**config.mk**
```make
export PLATFORM = sky130hd
export DESIGN_NAME = exposure_profile_splitter_core
export DESIGN_NICKNAME = d
export VERILOG_FILES = /design/src/hdl/eps_pkg.sv /design/src/hdl/eps_div.sv /design/src/hdl/exposure_profile_splitter_core.sv
export SDC_FILE = /design/constraint.sdc
export NUM_CORES = 2
export LEC_CHECK = 0
export BUFFER_PORTS_ARGS = -buffer_cell sky130_fd_sc_hd__buf_2
export CORE_MARGIN = 5
export CORE_UTILIZATION = 43
export DETAILED_ROUTE_END_ITERATION = 7
export SYNTH_ARGS = -nofsm -noshare
export SYNTH_HDL_FRONTEND = slang
export SYNTH_SLANG_ARGS = --single-unit
export TNS_END_PERCENT = 5
```
**constraint.sdc**
```tcl
create_clock -name clk_i -period 15.9 [get_ports clk_i]
set_input_delay 0.795 -clock clk_i [delete_from_list [all_inputs] [get_ports clk_i]]
set_output_delay 0.795 -clock clk_i [all_outputs]
set_load 0.01 [all_outputs]
```
**src/hdl/eps_pkg.sv**
```systemverilog
// Shared types and constants of the exposure profile splitter.
package eps_pkg;

  localparam int unsigned TIME_W = 24;
  localparam int unsigned GAIN_W = 16;
  localparam int unsigned EV_W   = 32;
  localparam int unsigned DIVD_W = 40;
  localparam int unsigned DIVS_W = 24;

  localparam logic CMD_LOAD  = 1'b0;
  localparam logic CMD_SPLIT = 1'b1;

  localparam logic [2:0] REG_FIXED_TIME  = 3'd0;
  localparam logic [2:0] REG_FIXED_GAIN  = 3'd1;
  localparam logic [2:0] REG_FLICKER     = 3'd2;
  localparam logic [2:0] REG_MIN_TIME    = 3'd3;
  localparam logic [2:0] REG_MAX_TIME    = 3'd4;
  localparam logic [2:0] REG_MIN_GAIN    = 3'd5;
  localparam logic [2:0] REG_STAGES      = 3'd6;

  typedef struct packed {
    logic              command;
    logic [2:0]        stage_index;
    logic [TIME_W-1:0] stage_time;
    logic [GAIN_W-1:0] stage_gain;
    logic [EV_W-1:0]   exposure_value;
  } in_item_t;

  typedef struct packed {
    logic [TIME_W-1:0] exposure_time;
    logic [GAIN_W-1:0] analogue_gain;
  } out_item_t;

  typedef struct packed {
    logic              start;
    logic [DIVD_W-1:0] dividend;
    logic [DIVS_W-1:0] divisor;
  } div_req_t;

  typedef struct packed {
    logic              done;
    logic [DIVD_W-1:0] quotient;
  } div_rsp_t;

  typedef enum logic [3:0] {
    ST_IDLE,
    ST_INIT,
    ST_CHK,
    ST_LOOP,
    ST_TRD,
    ST_TS,
    ST_GS,
    ST_DIVT,
    ST_DIVG,
    ST_FLK,
    ST_FDIV1,
    ST_FMUL,
    ST_FMUL2,
    ST_FDIV2,
    ST_OUT
  } state_e;

endpackage

```
**src/hdl/eps_div.sv**
```systemverilog
// Iterative restoring divider, one quotient bit per cycle, zero divisor gives zero.
module eps_div (
  input  logic              clk_i,
  input  logic              rst_ni,
  input  eps_pkg::div_req_t req_i,
  output eps_pkg::div_rsp_t rsp_o
);

  localparam int unsigned CW = $clog2(eps_pkg::DIVD_W);

  logic                        busy_q, busy_d;
  logic                        done_q, done_d;
  logic                        zero_q, zero_d;
  logic [CW-1:0]               cnt_q, cnt_d;
  logic [eps_pkg::DIVD_W-1:0]  quo_q, quo_d;
  logic [eps_pkg::DIVS_W-1:0]  rem_q, rem_d;
  logic [eps_pkg::DIVS_W-1:0]  dvs_q, dvs_d;
  logic [eps_pkg::DIVS_W:0]    shifted;
  logic [eps_pkg::DIVS_W:0]    diff;

  assign shifted = {rem_q, quo_q[eps_pkg::DIVD_W-1]};
  assign diff    = shifted - {1'b0, dvs_q};

  always_comb begin
    busy_d = busy_q;
    done_d = 1'b0;
    zero_d = zero_q;
    cnt_d  = cnt_q;
    quo_d  = quo_q;
    rem_d  = rem_q;
    dvs_d  = dvs_q;
    if (req_i.start) begin
      busy_d = 1'b1;
      zero_d = (req_i.divisor == '0);
      cnt_d  = CW'(eps_pkg::DIVD_W - 1);
      quo_d  = req_i.dividend;
      rem_d  = '0;
      dvs_d  = req_i.divisor;
    end else if (busy_q) begin
      // A borrow out of the top bit means the divisor did not fit.
      if (!diff[eps_pkg::DIVS_W]) begin
        rem_d = diff[eps_pkg::DIVS_W-1:0];
        quo_d = {quo_q[eps_pkg::DIVD_W-2:0], 1'b1};
      end else begin
        rem_d = shifted[eps_pkg::DIVS_W-1:0];
        quo_d = {quo_q[eps_pkg::DIVD_W-2:0], 1'b0};
      end
      if (cnt_q == '0) begin
        busy_d = 1'b0;
        done_d = 1'b1;
      end else begin
        cnt_d = cnt_q - 1'b1;
      end
    end
  end

  always_ff @(posedge clk_i or negedge rst_ni) begin
    if (!rst_ni) begin
      busy_q <= 1'b0;
      done_q <= 1'b0;
    end else begin
      busy_q <= busy_d;
      done_q <= done_d;
    end
  end

  always_ff @(posedge clk_i) begin
    zero_q <= zero_d;
    cnt_q  <= cnt_d;
    quo_q  <= quo_d;
    rem_q  <= rem_d;
    dvs_q  <= dvs_d;
  end

  assign rsp_o.done     = done_q;
  assign rsp_o.quotient = zero_q ? '0 : quo_q;

endmodule

```
**src/hdl/exposure_profile_splitter_core.sv**
```systemverilog
// Top level of the exposure profile splitter: registers, profile store and sequencer.
//
// Usage: items arrive on the input channel (in_valid_i, in_stall_o, in_item_i).
// A load item (command 0) writes one profile stage and produces no result.
// A split item (command 1) produces exactly one result item on the output
// channel (out_valid_o, out_stall_i, out_item_o). A split walks the profile
// stage by stage through a single shared 24x24 multiplier and uses one shared
// 40/24-bit divider for the division that can end the walk and for two more
// when flicker avoidance rounds the time. The block takes one item at a time:
// in_stall_o is high while a split runs. The finished result sits in an output
// register; the block accepts the next item while it waits, and a new result
// waits while out_stall_i holds the older one. Reset loads the register
// defaults and empties the output register; the profile store holds no defined
// value until stages are loaded. The user must write configuration through the
// APB port only while the block is idle; the block does not enforce it.
module exposure_profile_splitter_core #(
  parameter int unsigned MAX_STAGES = 8
) (
  input  logic               clk_i,
  input  logic               rst_ni,
  input  logic               in_valid_i,
  output logic               in_stall_o,
  input  eps_pkg::in_item_t  in_item_i,
  output logic               out_valid_o,
  input  logic               out_stall_i,
  output eps_pkg::out_item_t out_item_o,
  input  logic               psel,
  input  logic               penable,
  input  logic               pwrite,
  input  logic [4:0]         paddr,
  input  logic [31:0]        pwdata,
  output logic [31:0]        prdata,
  output logic               pready
);

  localparam int unsigned IDXW = $clog2(MAX_STAGES);
  localparam int unsigned CNTW = $clog2(MAX_STAGES + 1);
  localparam int unsigned TW   = eps_pkg::TIME_W;
  localparam int unsigned GW   = eps_pkg::GAIN_W;

  // Configuration registers.
  logic [TW-1:0] fixed_time_q, flicker_q, min_time_q, max_time_q;
  logic [GW-1:0] fixed_gain_q, min_gain_q;
  logic [3:0]    stages_q;
  logic [2:0]    reg_idx;
  logic          cfg_wr;

  assign pready  = 1'b1;
  assign reg_idx = paddr[4:2];
  assign cfg_wr  = psel && penable && pwrite;

  always_ff @(posedge clk_i or negedge rst_ni) begin
    if (!rst_ni) begin
      fixed_time_q <= '0;
      fixed_gain_q <= '0;
      flicker_q    <= '0;
      min_time_q   <= '0;
      max_time_q   <= '1;
      min_gain_q   <= GW'(256);
      stages_q     <= 4'd2;
    end else if (cfg_wr) begin
      unique case (reg_idx)
        eps_pkg::REG_FIXED_TIME: fixed_time_q <= pwdata[TW-1:0];
        eps_pkg::REG_FIXED_GAIN: fixed_gain_q <= pwdata[GW-1:0];
        eps_pkg::REG_FLICKER:    flicker_q    <= pwdata[TW-1:0];
        eps_pkg::REG_MIN_TIME:   min_time_q   <= pwdata[TW-1:0];
        eps_pkg::REG_MAX_TIME:   max_time_q   <= pwdata[TW-1:0];
        eps_pkg::REG_MIN_GAIN:   min_gain_q   <= pwdata[GW-1:0];
        eps_pkg::REG_STAGES:     stages_q     <= pwdata[3:0];
        default: ;
      endcase
    end
  end

  always_comb begin
    unique case (reg_idx)
      eps_pkg::REG_FIXED_TIME: prdata = 32'(fixed_time_q);
      eps_pkg::REG_FIXED_GAIN: prdata = 32'(fixed_gain_q);
      eps_pkg::REG_FLICKER:    prdata = 32'(flicker_q);
      eps_pkg::REG_MIN_TIME:   prdata = 32'(min_time_q);
      eps_pkg::REG_MAX_TIME:   prdata = 32'(max_time_q);
      eps_pkg::REG_MIN_GAIN:   prdata = 32'(min_gain_q);
      eps_pkg::REG_STAGES:     prdata = 32'(stages_q);
      default:                 prdata = '0;
    endcase
  end

  // Zero passes through the limits untouched. With inverted limits the
  // minimum check wins because it is tested first.
  function automatic logic [TW-1:0] limit_time(input logic [TW-1:0] t,
                                               input logic [TW-1:0] lo,
                                               input logic [TW-1:0] hi);
    logic [TW-1:0] r;
    if (t == '0)     r = '0;
    else if (t < lo) r = lo;
    else if (t > hi) r = hi;
    else             r = t;
    return r;
  endfunction

  function automatic logic [GW-1:0] limit_gain(input logic [GW-1:0] g,
                                               input logic [GW-1:0] lo);
    logic [GW-1:0] r;
    if (g == '0)     r = '0;
    else if (g < lo) r = lo;
    else             r = g;
    return r;
  endfunction

  // Profile store: one row per stage, read at one address chosen by the sequencer.
  logic [TW-1:0]   prof_time_q [MAX_STAGES];
  logic [GW-1:0]   prof_gain_q [MAX_STAGES];
  logic [IDXW-1:0] rd_addr;
  logic [TW-1:0]   rd_time;
  logic [GW-1:0]   rd_gain;

  eps_pkg::state_e state_q, state_d;
  logic            in_acc;
  logic            load_wr;

  assign in_stall_o = (state_q != eps_pkg::ST_IDLE);
  assign in_acc     = in_valid_i && !in_stall_o;
  assign load_wr    = in_acc && (in_item_i.command == eps_pkg::CMD_LOAD) &&
                      (32'(in_item_i.stage_index) < MAX_STAGES);

  always_ff @(posedge clk_i) begin
    if (load_wr) begin
      prof_time_q[IDXW'(in_item_i.stage_index)] <= in_item_i.stage_time;
      prof_gain_q[IDXW'(in_item_i.stage_index)] <= in_item_i.stage_gain;
    end
  end

  assign rd_time = prof_time_q[rd_addr];
  assign rd_gain = prof_gain_q[rd_addr];

  // Stage count clamped to the supported range.
  logic [CNTW-1:0] nst;
  logic [IDXW-1:0] last_idx;

  always_comb begin
    if (stages_q < 4'd2)                nst = CNTW'(2);
    else if (32'(stages_q) > MAX_STAGES) nst = CNTW'(MAX_STAGES);
    else                                nst = CNTW'(stages_q);
  end
  assign last_idx = IDXW'(nst - 1'b1);

  // Working registers of a split.
  logic [31:0]     ev_q, ev_d;
  logic [TW-1:0]   t_q, t_d, st_q, st_d, ft_q, ft_d, per_q, per_d, nt_q, nt_d;
  logic [GW-1:0]   g_q, g_d, last_q, last_d;
  logic [CNTW-1:0] s_q, s_d;
  logic            ft_nz, fg_nz;

  assign ft_nz = (ft_q != '0);
  assign fg_nz = (fixed_gain_q != '0);

  // The one shared multiplier.
  logic [TW-1:0]   mul_a, mul_b;
  logic [2*TW-1:0] prod;
  logic            reached;

  always_comb begin
    unique case (state_q)
      eps_pkg::ST_TS:    begin mul_a = st_q;  mul_b = TW'(g_q);     end
      eps_pkg::ST_GS:    begin mul_a = t_q;   mul_b = TW'(rd_gain); end
      eps_pkg::ST_FMUL:  begin mul_a = per_q; mul_b = flicker_q;    end
      default:           begin mul_a = t_q;   mul_b = TW'(g_q);     end
    endcase
  end

  assign prod    = mul_a * mul_b;
  assign reached = (prod >= (2*TW)'(ev_q));

  eps_pkg::div_req_t div_req;
  eps_pkg::div_rsp_t div_rsp;

  eps_div u_div (
    .clk_i  (clk_i),
    .rst_ni (rst_ni),
    .req_i  (div_req),
    .rsp_o  (div_rsp)
  );

  logic out_valid_q;
  logic out_free;
  eps_pkg::out_item_t out_q;

  assign out_free = !out_valid_q || !out_stall_i;

  // Next state.
  always_comb begin
    state_d = state_q;
    unique case (state_q)
      eps_pkg::ST_IDLE:
        if (in_acc && (in_item_i.command == eps_pkg::CMD_SPLIT)) state_d = eps_pkg::ST_INIT;
      eps_pkg::ST_INIT:  state_d = eps_pkg::ST_CHK;
      eps_pkg::ST_CHK:
        if (reached || (ft_nz && fg_nz)) state_d = eps_pkg::ST_FLK;
        else                             state_d = eps_pkg::ST_LOOP;
      eps_pkg::ST_LOOP:
        if (s_q >= nst)   state_d = eps_pkg::ST_FLK;
        else if (!ft_nz)  state_d = eps_pkg::ST_TRD;
        else              state_d = eps_pkg::ST_GS;
      eps_pkg::ST_TRD:   state_d = eps_pkg::ST_TS;
      eps_pkg::ST_TS:
        if (reached)      state_d = eps_pkg::ST_DIVT;
        else if (!fg_nz)  state_d = eps_pkg::ST_GS;
        else              state_d = eps_pkg::ST_LOOP;
      eps_pkg::ST_GS:
        if (reached) state_d = eps_pkg::ST_DIVG;
        else         state_d = eps_pkg::ST_LOOP;
      eps_pkg::ST_DIVT:
        if (div_rsp.done) state_d = eps_pkg::ST_FLK;
      eps_pkg::ST_DIVG:
        if (div_rsp.done) state_d = eps_pkg::ST_FLK;
      eps_pkg::ST_FLK:
        if (!ft_nz && !fg_nz && (flicker_q != '0)) state_d = eps_pkg::ST_FDIV1;
        else                                       state_d = eps_pkg::ST_OUT;
      eps_pkg::ST_FDIV1:
        if (div_rsp.done) begin
          if (div_rsp.quotient == '0) state_d = eps_pkg::ST_OUT;
          else                        state_d = eps_pkg::ST_FMUL;
        end
      eps_pkg::ST_FMUL:  state_d = eps_pkg::ST_FMUL2;
      eps_pkg::ST_FMUL2: state_d = eps_pkg::ST_FDIV2;
      eps_pkg::ST_FDIV2:
        if (div_rsp.done) state_d = eps_pkg::ST_OUT;
      eps_pkg::ST_OUT:
        if (out_free) state_d = eps_pkg::ST_IDLE;
      default: state_d = eps_pkg::ST_IDLE;
    endcase
  end

  // Datapath and outputs of the sequencer.
  logic [GW-1:0] ng_sat;

  always_comb begin
    if (div_rsp.quotient > eps_pkg::DIVD_W'({GW{1'b1}})) ng_sat = '1;
    else                                                 ng_sat = div_rsp.quotient[GW-1:0];
    if (ng_sat > last_q) ng_sat = last_q;
  end

  always_comb begin
    ev_d   = ev_q;
    t_d    = t_q;
    g_d    = g_q;
    st_d   = st_q;
    ft_d   = ft_q;
    per_d  = per_q;
    nt_d   = nt_q;
    last_d = last_q;
    s_d    = s_q;
    rd_addr = s_q[IDXW-1:0];
    div_req.start    = 1'b0;
    div_req.dividend = eps_pkg::DIVD_W'(ev_q);
    div_req.divisor  = TW'(g_q);
    unique case (state_q)
      eps_pkg::ST_IDLE: ev_d = in_item_i.exposure_value;
      eps_pkg::ST_INIT: begin
        rd_addr = '0;
        ft_d = limit_time(fixed_time_q, min_time_q, max_time_q);
        t_d  = (ft_d != '0) ? ft_d : limit_time(rd_time, min_time_q, max_time_q);
        g_d  = limit_gain(fg_nz ? fixed_gain_q : rd_gain, min_gain_q);
        s_d  = CNTW'(1);
      end
      eps_pkg::ST_TRD: st_d = limit_time(rd_time, min_time_q, max_time_q);
      eps_pkg::ST_TS: begin
        if (reached) begin
          div_req.start = 1'b1;
        end else begin
          t_d = st_q;
          if (fg_nz) s_d = s_q + 1'b1;
        end
      end
      eps_pkg::ST_GS: begin
        if (reached) begin
          div_req.start   = 1'b1;
          div_req.divisor = t_q;
        end else begin
          g_d = limit_gain(rd_gain, min_gain_q);
          s_d = s_q + 1'b1;
        end
      end
      eps_pkg::ST_DIVT: if (div_rsp.done) t_d = div_rsp.quotient[TW-1:0];
      eps_pkg::ST_DIVG: if (div_rsp.done) g_d = div_rsp.quotient[GW-1:0];
      eps_pkg::ST_FLK: begin
        div_req.start    = !ft_nz && !fg_nz && (flicker_q != '0);
        div_req.dividend = eps_pkg::DIVD_W'(t_q);
        div_req.divisor  = flicker_q;
      end
      eps_pkg::ST_FDIV1: if (div_rsp.done) per_d = div_rsp.quotient[TW-1:0];
      eps_pkg::ST_FMUL: begin
        // The product of periods and period never exceeds the time, so it fits.
        rd_addr = last_idx;
        nt_d    = prod[TW-1:0];
        last_d  = rd_gain;
      end
      eps_pkg::ST_FMUL2: begin
        div_req.start    = 1'b1;
        div_req.dividend = prod[eps_pkg::DIVD_W-1:0];
        div_req.divisor  = nt_q;
      end
      eps_pkg::ST_FDIV2: begin
        if (div_rsp.done) begin
          g_d = limit_gain(ng_sat, min_gain_q);
          t_d = nt_q;
        end
      end
      default: ;
    endcase
  end

  always_ff @(posedge clk_i or negedge rst_ni) begin
    if (!rst_ni) begin
      state_q     <= eps_pkg::ST_IDLE;
      out_valid_q <= 1'b0;
    end else begin
      state_q <= state_d;
      if (state_q == eps_pkg::ST_OUT && out_free) begin
        out_valid_q <= 1'b1;
      end else if (!out_stall_i) begin
        out_valid_q <= 1'b0;
      end
    end
  end

  always_ff @(posedge clk_i) begin
    ev_q   <= ev_d;
    t_q    <= t_d;
    g_q    <= g_d;
    st_q   <= st_d;
    ft_q   <= ft_d;
    per_q  <= per_d;
    nt_q   <= nt_d;
    last_q <= last_d;
    s_q    <= s_d;
    if (state_q == eps_pkg::ST_OUT && out_free) begin
      out_q.exposure_time <= t_q;
      out_q.analogue_gain <= g_q;
    end
  end

  assign out_valid_o = out_valid_q;
  assign out_item_o  = out_q;

endmodule

```
==> flow_metrics.tcl <==
set metrics [dict create \
    fin_nets 7205 \
    dieHeight_um 384 \
    use_met3 0.0669 \
    numCtsBuffers 90 \
    hold_viol_final 0 \
    rsz0062_at_grt "no" \
    h-tree-depth 3 \
    grt_pass1_vias 47300 \
    grt_max_degree 110 \
    drtPass1Iterations 5 \
    cp_slowest_cell "dfrtp_1" \
    startpoint_type "register" \
    min_path_type "in -> async" \
    syn_inst 6109 \
    start_util 0.432 \
    path_max_fanout 43 \
    finalCritPeriodShare 0.938 \
    die-area_um2 148000 \
    vias_per_cell 5.86 \
    ys_warn_count 0 \
    cts-hold-fix-buffers 0 \
    track_usage 0.283 \
    synth-seq-cells 782 \
    vias 47900 \
    tightestPinTransition_ps 1450 \
    yosys_most_used_dff "edfxtp_1" \
    ctsResizeCount 0 \
    cts.clk_slew.worst_paths_ps 70 \
    io_buffers 175 \
    yosysSeqAreaShare 0.374 \
    critPathArrivalTime_ps 15430 \
    drv_slew 0 \
    post_synth.cell_area_avg_um2 9.87 \
    status "complete, no violations" \
    synth_edf_count 613 \
    cp-startpoint "state_q[1]$_DFFE_PN0P_" \
    drt_wl_total_um 211000 \
    setup-tns-final_ps 0 \
    ff2ff_path_depth 42 \
    worst_setup_path_end_kind "register" \
    required_ps 16420 \
    crit_top_cell "fa_1" \
    area_growth_pct 11.1 \
    min_period_ps 14910 \
    clk_latency_ps 730 \
    synth_cell_types 90 \
    r2r-start "state_q[1]$_DFFE_PN0P_" \
    fp-row-count 137 \
    async_flop_share 0.178 \
    io_pins 195 \
    drt_iter0_drc 4939 \
    root_buffer "clkbuf_16" \
    max_stage_delay_ps 850 \
    hold_slack_ps 84.4 \
    avgRoutedWirePerCell_um 25.8 \
    grt_antenna_before_repair 25 \
    r2r_end "u_div.zero_q$_DFFE_PP_" \
    final-setup-viol-count 0 \
    grt_overflow 0 \
    setup_slack_ps 989 \
    ff2ff_setup_slack_ps 990 \
    postCtsSetupRepairBufs 0 \
    max_freq_mhz 67.1 \
    post-dp-hpwl_um 156000 \
    ant_nets 0 \
    cts.path.max_buffers 3 \
    syn-cell-area_um2 60300 \
    grt_pass1_wl_um 311000 \
    met2_usage 0.438 \
    cp-endpoint "u_div.zero_q$_DFFE_PP_" \
    cap_violations 0 \
    drcViolationCount 0 \
    critPathKind "reg -> reg" \
    place.gp.congestion 0.944 \
    slew_headroom 0.0363 \
    gr-max-usage-layer "met2" \
    die_w_um 384 \
    core_um2 139000 \
    clock-sinks 782 \
    grt_util_met1 0.376 \
    cts_tree "done" \
    skew_ps 42.9 \
    layout-drive-gt1-share 0.114 \
    preCtsSetupSlack_ps 1510 \
]
kinds of logic (layout without fill, tap and decap cells):
logic type / Yosys count / count (layout) / synth area share
AND/OR/NAND/NOR: 2029 / 2029 / 0.149
XOR/XNOR: 61 / 61 / 0.00887
multiplexers: 230 / 230 / 0.0417
flip-flops: 782 / 782 / 0.374
adder cells (fa/ha/maj): 873 / 873 / 0.241
other: 2 / 20 / 0.000125
buffers and inverters: 1106 / 1279 / 0.0706
AO/OA/AOI/OAI: 1026 / 1026 / 0.115
layer usage:
metal,vias to the layer above,part of all wire
li1,21200,-
met1,24000,0.40
met4,14,0.057
met3,485,0.094
met2,2281,0.45
met5,-,0.00047
registers in the layout, indices dropped and copies added, names as in the netlist, 4 cells and up:
signal        flops
prof_time_q     192
prof_gain_q     128
out_item_o       40
u_div.quo_q      40
ev_q             32
fixed_time_q     24
flicker_q        24
ft_q             24
max_time_q       24
min_time_q       24
nt_q             24
per_q            24
st_q             24
t_q              24
u_div.dvs_q      24
u_div.rem_q      24
fixed_gain_q     16
g_q              16
last_q           16
min_gain_q       16
u_div.cnt_q       6
s_q               4
stages_q          4
state_q           4
Yosys cell counts, types with 24 or more instances:
cell type,n,area share
a211o_1,24,0.0035
a211oi_1,60,0.0075
a21o_1,92,0.011
a21oi_1,169,0.014
a221o_1,44,0.0073
a221oi_1,58,0.0084
a22oi_1,40,0.0050
a31oi_1,49,0.0051
and3_1,44,0.0046
buf_1,36,0.0022
buf_2,27,0.0022
clkbuf_1,248,0.015
dfrtp_1,113,0.047
dfstp_2,26,0.011
dfxtp_1,30,0.010
edfxtp_1,613,0.31
fa_1,483,0.16
ha_1,390,0.081
inv_1,780,0.049
mux2_2,97,0.018
mux2i_1,126,0.021
nand2_1,841,0.052
nand2b_1,61,0.0063
nand3_1,220,0.018
nand4_1,60,0.0062
nor2_1,564,0.035
nor2b_1,41,0.0043
nor3_1,51,0.0042
nor4_1,59,0.0061
o21a_1,24,0.0030
o21ai_0,248,0.021
o22ai_1,29,0.0030
xnor2_1,39,0.0057
layout make-up:
cell class | instances | area (um^2)
sequential | 782 | 22500
tap | 1876 | 2350
clock inverter | 63 | 778
antenna | 11 | 27.5
timing repair buffer | 329 | 2050
clock buffer | 106 | 2350
multi-input combinational | 4228 | 34000
fill | 13000 | 72400
inverter | 781 | 2930
cell usage in the layout, fill, tap and decap left out, types with 43 or more instances in the layout:
master	count
a21oi_1	162
ha_1	390
nand3_1	220
nor2_1	550
buf_2	174
nor4_1	59
and3_1	43
a21o_1	92
buf_4	153
clkbuf_16	91
a221o_1	44
nand4_1	60
fa_1	483
dfrtp_1	113
nand2b_1	60
nor3_1	43
a211oi_1	60
a31oi_1	49
edfxtp_1	613
inv_1	778
o21ai_0	247
mux2_2	97
mux2i_1	126
nand2_1	839
metrics by stage:
step / std cells / instance area, um^2 / utilization
floorplan: 6116 / 60300 / -
global placement: 7996 / 63800 / 0.458
detailed placement: 7996 / 63800 / 0.458
CTS: 8165 / 66900 / 0.480
global route: 8165 / 66900 / 0.480
finish: 8176 / 67000 / 0.481
critical path, delay by kind of cell, from the launching register on:
| kind | cells | cell delay, ps |
|---|---|---|
| flops | 1 | 850 |
| buf+inv | 5 | 910 |
| fa+ha+maj | 9 | 4300 |
| xor+xnor | 1 | 320 |
| compound gates | 11 | 3780 |
| simple gates | 16 | 4450 |
how the worst min path moves through the flow:
stage                                    to  slack, ps  depth (start not counted)
4_1_cts        fixed_gain_q[10]$_DFFE_PN0P_        110                          1
2_1_floorplan   u_div.cnt_q[5]$_SDFFE_PP1P_        450                          1
5_1_grt          min_gain_q[10]$_DFFE_PN0P_        130                          1
3_5_place_dp    u_div.cnt_q[5]$_SDFFE_PP1P_        470                          1
3_3_place_gp    u_div.cnt_q[5]$_SDFFE_PP1P_        460                          1
6_report       fixed_gain_q[10]$_DFFE_PN0P_         80                          1
Power is not shown: default switching activity piles up to over one toggle a cycle in this logic, so the estimate is an artifact.
